File: config.mk
export PLATFORM = sky130hd
export DESIGN_NAME = mcfsa_ctrl
export DESIGN_NICKNAME = d
export VERILOG_FILES = /design/src/mcfsa_pkg.sv /design/src/mcfsa_ctrl.sv
export SDC_FILE = /design/constraint.sdc
export NUM_CORES = 1
export LEC_CHECK = 0
export ABC_AREA = 1
export BUFFER_PORTS_ARGS = -buffer_cell sky130_fd_sc_hd__buf_2
export CAP_MARGIN = 10
export CELL_PAD_IN_SITES_DETAIL_PLACEMENT = 2
export CELL_PAD_IN_SITES_GLOBAL_PLACEMENT = 2
export CORE_ASPECT_RATIO = 1.75
export CORE_MARGIN = 2
export CORE_UTILIZATION = 25
export CTS_CLUSTER_SIZE = 16
export DETAILED_ROUTE_END_ITERATION = 12
export MAX_ROUTING_LAYER = met4
export PLACE_DENSITY_LB_ADDON = 0.1
export SYNTH_ARGS = -nofsm -noshare
export SYNTH_HDL_FRONTEND = slang
export SYNTH_SLANG_ARGS = --single-unit
File: constraint.sdc
create_clock -name clk -period 2.25 [get_ports clk]
set_input_delay 0.1125 -clock clk [delete_from_list [all_inputs] [get_ports clk]]
set_output_delay 0.1125 -clock clk [all_outputs]
set_load 0.05 [all_outputs]
File: src/mcfsa_pkg.sv
// shared constants, codes and types of the frame set aligner
package mcfsa_pkg;

    localparam int STORE_DEPTH_DEF = 64;
    localparam int MAX_CAMS_DEF    = 8;
    localparam int TIME_BITS_DEF   = 48;
    localparam int HANDLE_BITS_DEF = 16;

    localparam int CAM_BITS     = 3;
    localparam int CAM_SLOTS    = 1 << CAM_BITS;
    localparam int NCAM_BITS    = 4;
    localparam int CFG_BITS     = 24;
    localparam int CFG_IDX_BITS = 3;

    localparam logic [NCAM_BITS-1:0] NUM_CAMS_RST  = 4'd4;
    localparam logic [CFG_BITS-1:0]  WINDOW_RST    = 24'd20000;
    localparam logic [CFG_BITS-1:0]  FRAME_INT_RST = 24'd100000;
    localparam logic [CFG_BITS-1:0]  MISSED_RST    = 24'd150000;
    localparam logic [CFG_BITS-1:0]  DUMP_RST      = 24'd1000000;
    localparam logic [CFG_BITS-1:0]  HALF_RST      = 24'd51000;

    localparam logic RES_MEMBER = 1'b0;
    localparam logic RES_DROP   = 1'b1;

    typedef enum logic [CFG_IDX_BITS-1:0] {
        REG_NUM_CAMS,
        REG_ALIGN_WINDOW,
        REG_FRAME_INTERVAL,
        REG_MISSED_INTERVAL,
        REG_DUMP_INTERVAL,
        REG_SEARCH_HALF
    } cfg_reg_t;

    typedef enum logic [4:0] {
        OP_IDLE,
        OP_LOAD,
        OP_INS_RD,
        OP_INS_WR,
        OP_INS_NEW,
        OP_DECIDE,
        OP_SPAN,
        OP_SC_INIT_C,
        OP_SC_INIT_D,
        OP_LRD,
        OP_LLD,
        OP_TRD,
        OP_TLD,
        OP_HAVE,
        OP_EVAL,
        OP_NEXT,
        OP_CUT_TGT,
        OP_MB_INIT,
        OP_MB_RD,
        OP_MB_TST,
        OP_MB_FIN,
        OP_PG_INIT,
        OP_PG_RD,
        OP_PG_INC,
        OP_SH_INIT,
        OP_SH_RD,
        OP_SH_WR,
        OP_SH_FIN,
        OP_OUT_DROP,
        OP_OUT_CAM,
        OP_CINC
    } op_t;

    typedef struct packed {
        logic full;
        logic ptr_zero;
        logic ptr_end;
        logic ins_hit;
        logic mode_dump;
        logic mode_miss;
        logic lead_end;
        logic below_lo;
        logic above_hi;
        logic have;
        logic win_over;
        logic cnt_eq;
        logic found;
        logic pg_le;
        logic drop;
        logic out_full;
        logic seen_c;
        logic c_end;
    } stat_t;

endpackage

File: src/mcfsa_ctrl.sv
// sequencer of insert, search, member collection, purge and result output
module mcfsa_ctrl
    import mcfsa_pkg::*;
(
    input  logic  clk,
    input  logic  rst_n,
    input  logic  frame_valid,
    output logic  frame_ready,
    input  stat_t stat,
    output op_t   op
);

    typedef enum logic [5:0] {
        S_IDLE, S_INS_CHK, S_INS_RD, S_INS_WR, S_INS_NEW,
        S_DEC, S_SPAN, S_SCC, S_I_LD, S_SCD,
        S_L_CHK, S_L_RD, S_L_LD, S_TST, S_HAVE, S_WIN, S_T_RD, S_T_LD, S_NEXT, S_DONE,
        S_CUT_TGT, S_MB_INIT, S_MB_CHK, S_MB_RD, S_MB_TST, S_MB_FIN,
        S_PG_INIT, S_PG_CHK, S_PG_RD, S_PG_TST,
        S_SH_INIT, S_SH_CHK, S_SH_RD, S_SH_WR, S_SH_FIN,
        S_EM_DROP, S_EM_CAM
    } state_t;

    state_t state_reg;

    assign frame_ready = state_reg == S_IDLE;

    always_comb
    begin
        op = OP_IDLE;
        case (state_reg)
            S_IDLE:    if (frame_valid) op = OP_LOAD;
            S_INS_RD:  op = OP_INS_RD;
            S_INS_WR:  op = OP_INS_WR;
            S_INS_NEW: op = OP_INS_NEW;
            S_DEC:     op = OP_DECIDE;
            S_SPAN:    op = OP_SPAN;
            S_SCC:     op = OP_SC_INIT_C;
            S_I_LD:    op = OP_TLD;
            S_SCD:     op = OP_SC_INIT_D;
            S_L_RD:    op = OP_LRD;
            S_L_LD:    op = OP_LLD;
            S_HAVE:    op = OP_HAVE;
            S_WIN:     if (!stat.win_over) op = OP_EVAL;
            S_T_RD:    op = OP_TRD;
            S_T_LD:    op = OP_TLD;
            S_NEXT:    op = OP_NEXT;
            S_CUT_TGT: op = OP_CUT_TGT;
            S_MB_INIT: op = OP_MB_INIT;
            S_MB_RD:   op = OP_MB_RD;
            S_MB_TST:  op = OP_MB_TST;
            S_MB_FIN:  op = OP_MB_FIN;
            S_PG_INIT: op = OP_PG_INIT;
            S_PG_RD:   op = OP_PG_RD;
            S_PG_TST:  if (stat.pg_le) op = OP_PG_INC;
            S_SH_INIT: op = OP_SH_INIT;
            S_SH_RD:   op = OP_SH_RD;
            S_SH_WR:   op = OP_SH_WR;
            S_SH_FIN:  op = OP_SH_FIN;
            S_EM_DROP: if (stat.drop && !stat.out_full) op = OP_OUT_DROP;
            S_EM_CAM:
            begin
                if (!stat.seen_c)
                begin
                    op = OP_CINC;
                end
                else if (!stat.out_full)
                begin
                    op = OP_OUT_CAM;
                end
            end
            default: ;
        endcase
    end

    always_ff @(posedge clk or negedge rst_n)
    begin
        if (!rst_n)
        begin
            state_reg <= S_IDLE;
        end
        else
        begin
            case (state_reg)
                S_IDLE:
                begin
                    if (frame_valid)
                    begin
                        state_reg <= stat.full ? S_DEC : S_INS_CHK;
                    end
                end
                S_INS_CHK: state_reg <= stat.ptr_zero ? S_INS_NEW : S_INS_RD;
                S_INS_RD:  state_reg <= S_INS_WR;
                S_INS_WR:  state_reg <= stat.ins_hit ? S_DEC : S_INS_CHK;
                S_INS_NEW: state_reg <= S_DEC;
                S_DEC:     state_reg <= S_SPAN;
                S_SPAN:
                begin
                    if (stat.mode_dump)
                    begin
                        state_reg <= S_PG_INIT;
                    end
                    else if (stat.mode_miss)
                    begin
                        state_reg <= S_SCD;
                    end
                    else
                    begin
                        state_reg <= S_SCC;
                    end
                end
                S_SCC:  state_reg <= S_I_LD;
                S_I_LD: state_reg <= S_L_CHK;
                S_SCD:  state_reg <= S_L_CHK;
                S_L_CHK: state_reg <= stat.lead_end ? S_DONE : S_L_RD;
                S_L_RD:  state_reg <= S_L_LD;
                S_L_LD:  state_reg <= S_TST;
                S_TST:
                begin
                    if (!stat.mode_miss)
                    begin
                        state_reg <= S_WIN;
                    end
                    else if (stat.below_lo)
                    begin
                        state_reg <= S_NEXT;
                    end
                    else if (stat.above_hi)
                    begin
                        state_reg <= S_DONE;
                    end
                    else if (!stat.have)
                    begin
                        state_reg <= S_HAVE;
                    end
                    else
                    begin
                        state_reg <= S_WIN;
                    end
                end
                S_HAVE: state_reg <= S_WIN;
                S_WIN:
                begin
                    if (stat.win_over)
                    begin
                        state_reg <= S_T_RD;
                    end
                    else if (!stat.mode_miss && stat.cnt_eq)
                    begin
                        state_reg <= S_MB_INIT;
                    end
                    else
                    begin
                        state_reg <= S_NEXT;
                    end
                end
                S_T_RD: state_reg <= S_T_LD;
                S_T_LD: state_reg <= S_WIN;
                S_NEXT: state_reg <= S_L_CHK;
                S_DONE:
                begin
                    if (stat.found)
                    begin
                        state_reg <= S_MB_INIT;
                    end
                    else if (stat.mode_miss)
                    begin
                        state_reg <= S_CUT_TGT;
                    end
                    else
                    begin
                        state_reg <= S_EM_DROP;
                    end
                end
                S_CUT_TGT: state_reg <= S_PG_INIT;
                S_MB_INIT: state_reg <= S_MB_CHK;
                S_MB_CHK:  state_reg <= stat.ptr_end ? S_MB_FIN : S_MB_RD;
                S_MB_RD:   state_reg <= S_MB_TST;
                S_MB_TST:  state_reg <= S_MB_CHK;
                S_MB_FIN:  state_reg <= S_PG_INIT;
                S_PG_INIT: state_reg <= S_PG_CHK;
                S_PG_CHK:  state_reg <= stat.ptr_end ? S_SH_INIT : S_PG_RD;
                S_PG_RD:   state_reg <= S_PG_TST;
                S_PG_TST:  state_reg <= stat.pg_le ? S_PG_CHK : S_SH_INIT;
                S_SH_INIT: state_reg <= S_SH_CHK;
                S_SH_CHK:  state_reg <= stat.ptr_end ? S_SH_FIN : S_SH_RD;
                S_SH_RD:   state_reg <= S_SH_WR;
                S_SH_WR:   state_reg <= S_SH_CHK;
                S_SH_FIN:  state_reg <= S_EM_DROP;
                S_EM_DROP:
                begin
                    if (!stat.drop || !stat.out_full)
                    begin
                        state_reg <= S_EM_CAM;
                    end
                end
                S_EM_CAM:
                begin
                    if ((!stat.seen_c || !stat.out_full) && stat.c_end)
                    begin
                        state_reg <= S_IDLE;
                    end
                end
                default: state_reg <= S_IDLE;
            endcase
        end
    end

endmodule

# == Yosys cells after proc, flatten, opt, wreduce, memory -nomap -nowiden ==
# Cells that the tools add are included.
# word_totals
ff_bits,6
wordCells,86
# op_classes
n_eq_ne,39
n_mux,29
n_reduce_logical,17
# op_table
cell,count
$pmux 6 s31,1
$pmux 5 s29,1
$eq 6x5->1 const B,16
$eq 6x4->1 const B,8
$mux 5,9
$eq 6x6->1 const B,5
$mux 6,5
$eq 6x3->1 const B,4
$mux 3,6
$eq 6x2->1 const B,2
$mux 4,3
$reduce_or 2->1,5
$eq 6x1->1 const B,1
$logic_not 6->1,1
$ne 2x2->1 const B,3
$logic_not 1->1,4
$mux 2,2
$logic_and 1x1->1,3
$reduce_and 3->1,1
$reduce_or 3->1,1
$logic_or 1x1->1,2
$mux 1,2

# == Depth between registers and ports, before layout ==
# depth
word_depth,5
depth_mapped,11
mapped_depth_nobuf,11

# == Worst setup path before layout ==
# OpenSTA, ideal clock, no wires.
# synth_timing
path_kind,reg2out
startpoint,register state_reg[3]
endpoint,output port op[0]
t_arrival_ps,1787
required_ps,2138
path_slack_ps,351
stages_incl_launch_ff,5
n_path_buf,1
path_cell_list,dfrtp_1 > nor2_2 > buf_2 > nand3_1 > o2111ai_1
# synth_between
elab_chain_len,3
word_cells_on_any_way,32
# synth_rtl
element,line_no,text
from (decl),mcfsa_ctrl.sv:23,state_t state_reg;
from (signal assigned),mcfsa_ctrl.sv:88,state_reg <= stat.full ? S_DEC : S_INS_CHK;
from (signal assigned),mcfsa_ctrl.sv:91,S_INS_CHK: state_reg <= stat.ptr_zero ? S_INS_NEW : S_INS_RD;
from (signal assigned),mcfsa_ctrl.sv:93,S_INS_WR: state_reg <= stat.ins_hit ? S_DEC : S_INS_CHK;
$eq 6x5->1 / $eq 6x4->1 (equally long branches),mcfsa_ctrl.sv:30,case (state_reg)
$reduce_or 2->1 (no line),n/a,
$pmux 5 s29 (*),mcfsa_ctrl.sv:30,
to (decl),mcfsa_ctrl.sv:10,output op_t op
# Every way passes the cells marked *; elsewhere a longest branch is shown, timed or not.

# == Worst setup path in the final report ==
# layout_timing
startpoint,register state_reg[0]
endpoint,output port op[3]
# Same word-level chain as after synthesis.

==> run_results.csv <==
group,metric,value,unit
outcome,status,"finished clean",
worst_setup_path,r2r_end,"state_reg[2]$_DFFE_PN0P_",
clock_tree,clk_latency,220,ps
timing,fin_skew,1.928,ps
timing,slew_violations,0,
routing,first_pass_iters,4,
floorplan,core,0.004892,mm2
timing,rsz0062_at_grt,"true",
routing,drt_iter0_drc,38,
timing,period_share,95.62,%
clock_tree,cts_buffer_depth,2,
worst_setup_path,worst-setup-path-type,"flip-flop to output pin",
routing,vias,1784,
floorplan,ioPinCount,27,
placed_design,place.gp.congestion,0.9597,
worst_setup_path,rrSetupSlack,250,ps
yosys,synth_warnings,0,
yosys,ys_seq_area_share,12.10,%
floorplan,initial_utilization,25.37,%
yosys,synth_top_area_cell,"nand2_1",
timing,layout_setup_ws,98.45,ps
yosys,ys_ff_latch,6,
timing,worst_pin_slew,453.4,ps
floorplan,die_h,97.21,um
worst_setup_path,worst_setup_path_end_kind,"output pin",
grt,grt_pass1_vias,1948,
grt,grt_overflow,0,
power,power,0.002201,W
yosys,synth.avg_cell_area,5.066,um2
clock_tree,htreeDepth,1,
yosys,synth_cells,245,
placed_design,place_area,0.001463,mm2
finish,fin_util,31.59,%
grt,grt_max_degree,21,
finish,fin_nets,300,
floorplan,dieArea,0.005567,mm2
finish,largest_register_ffs,6,
clock_tree,cts_sinks,6,
placed_design,numPortBuffers,26,
worst_setup_path,reg2reg_depth,11,
routing,drcViolationCount,0,
worst_setup_path,worstPathArrival,2040,ps
hold_path,hold_path_startpoint,"stat[11]",
yosys,synth_cell_types,22,
yosys,synth_area,0.001241,mm2
flow_run,maxCapViolations,0,
grt,grt_first_pass_wirelength,10070,um
finish,mostFrequentLayoutCell,"nand2_1",
floorplan,rows,34,
worst_setup_path,r2r-start,"state_reg[4]$_DFFE_PN0P_",
timing,hold_slack,234.5,ps
timing,hold_violations,0,
power,power.leakage,0.9506,nW
hold_path,hold_class,"input port to flip-flop",
clock_tree,numCtsBuffers,3,
timing,fin_crit,2152,ps
finish,final_cell_area,0.001545,mm2
power,ir_drop,0.8128,mV
power,p_per_area,1425,mW/mm2
placed_design,place_ws,191.5,ps
worst_setup_path,path_max_fanout,8,
worst_setup_path,cp.required,2140,ps
grt,antenna_found_initial,0,
timing,finalSetupViolCount,0,
hold_path,hold_path_depth,3,
yosys,synth_area_leaders,"nand2_1 22%, nand3_1 17%, dfrtp_1 12%",
floorplan,die_w,57.27,um
placed_design,place_hpwl,5694,um
grt,grt_usage,24.65,%
worst_setup_path,start_kind,"flip-flop",
finish,fillCellCount,652,
routing,ant_nets,0,
clock_tree,cts_tree,"yes",
yosys,synth_fp_nets,266,
yosys,synth_top_area_share,22.08,%
clock_tree,path_clk_slew,30,ps
finish,layout_common_cells,"72 x nand2_1, 41 x nand3_1, 40 x nor2_1",
finish,drive_gt1_share,20.94,%
clock_tree,cts_root_buf,"clkbuf_8",
routing,wire_per_inst,19.39,um
timing,fmax,464.8,MHz
routing,wl,6418,um
finish,area_delta_synth_final,24.50,%
finish,diodes,0,
timing,slew_headroom,69.45,%
hold_path,hold-path-endpoint,"state_reg[4]$_DFFE_PN0P_",
routing,via_per_inst,5.390,
power breakdown:
group | total (W) | leakage (nW) | internal [W] | switching, W
Sequential | 0.000257 | 0.0726 | 0.000165 | 0.0000920
Combinational | 0.00179 | 0.856 | 0.000480 | 0.00131
Clock | 0.000159 | 0.0216 | 0.000115 | 0.0000440
Total | 0.00220 | 0.951 | 0.000759 | 0.00144
critical path: stages (launching register included):
cell     delay [ps]
dfrtp_1         460
nor2_2          400
nand3_1         260
inv_1           150
nor2_4           60
nand2_1          70
nor2_1           60
nand3_1          90
buf_2           270
cell usage after synthesis:
cell       instances
o21ai_0           11
nor2_4             4
clkbuf_1           1
nor3b_1            2
nor2_2             7
buf_2              2
nand3_1           41
nor3_1             6
inv_1             30
a21oi_2            1
a31oi_1            2
nor2_1            40
inv_2              1
nand4_1            7
dfrtp_1            6
o2111ai_1          1
nor4_1             1
o21ai_1            2
nand3_2            2
nand2_2            4
nand2_1           73
buf_4              1
per-layer routing:
metal | track usage [%] | routed length (um)
met1 | 25.12 | 2351
met3 | 2.663 | 132
met2 | 44.74 | 3575
met5 | - | 0
met4 | 12.52 | 359
per-stage QoR:
step | TNS, ps | cells
global route | -14.52 | 331
floorplan | 0 | 245
finish | 0 | 331
CTS | 0 | 331
global placement | 0 | 327
detailed placement | 0 | 327
worst max-delay path by stage:
stage	start	to	slack (ps)	cells past startpoint
6_report	state_reg[0]$_DFFE_PN0P_	op[3]	100	8
3_3_place_gp	state_reg[4]$_DFFE_PN0P_	op[4]	170	9
2_1_floorplan	state_reg[3]$_DFFE_PN0P_	op[0]	350	4
5_1_grt	state_reg[0]$_DFFE_PN0P_	op[2]	-10	8
4_1_cts	state_reg[3]$_DFFE_PN0P_	op[3]	20	8
3_5_place_dp	state_reg[4]$_DFFE_PN0P_	op[4]	190	9
cell type report:
| type | instances | area (um2) | share of cell area [%] |
|---|---|---|---|
| multi-input combinational | 204 | 980.9 | 63.48 |
| timing repair buffer | 33 | 185.2 | 11.98 |
| sequential | 6 | 153.9 | 9.960 |
| inverter | 31 | 116.4 | 7.530 |
| tap | 54 | 67.56 | 4.372 |
| clock buffer | 3 | 41.29 | 2.672 |
kinds of logic (layout without fill, tap and decap cells):
kind of cell    count (synthesis)  in the layout  synth area share (%)
simple gates                  187            187                 69.15
buf+inv                        35             67                 11.09
flops                           6              6                 12.10
compound gates                 17             17                 7.661
timing repair:
action                     CTS  global route
hold endpoints to repair     6             0
setup buffers                0             0
resized for setup            1             8
setup endpoints to repair    2             5
hold buffers                 1             0
Power figures use the tool's default switching activity.
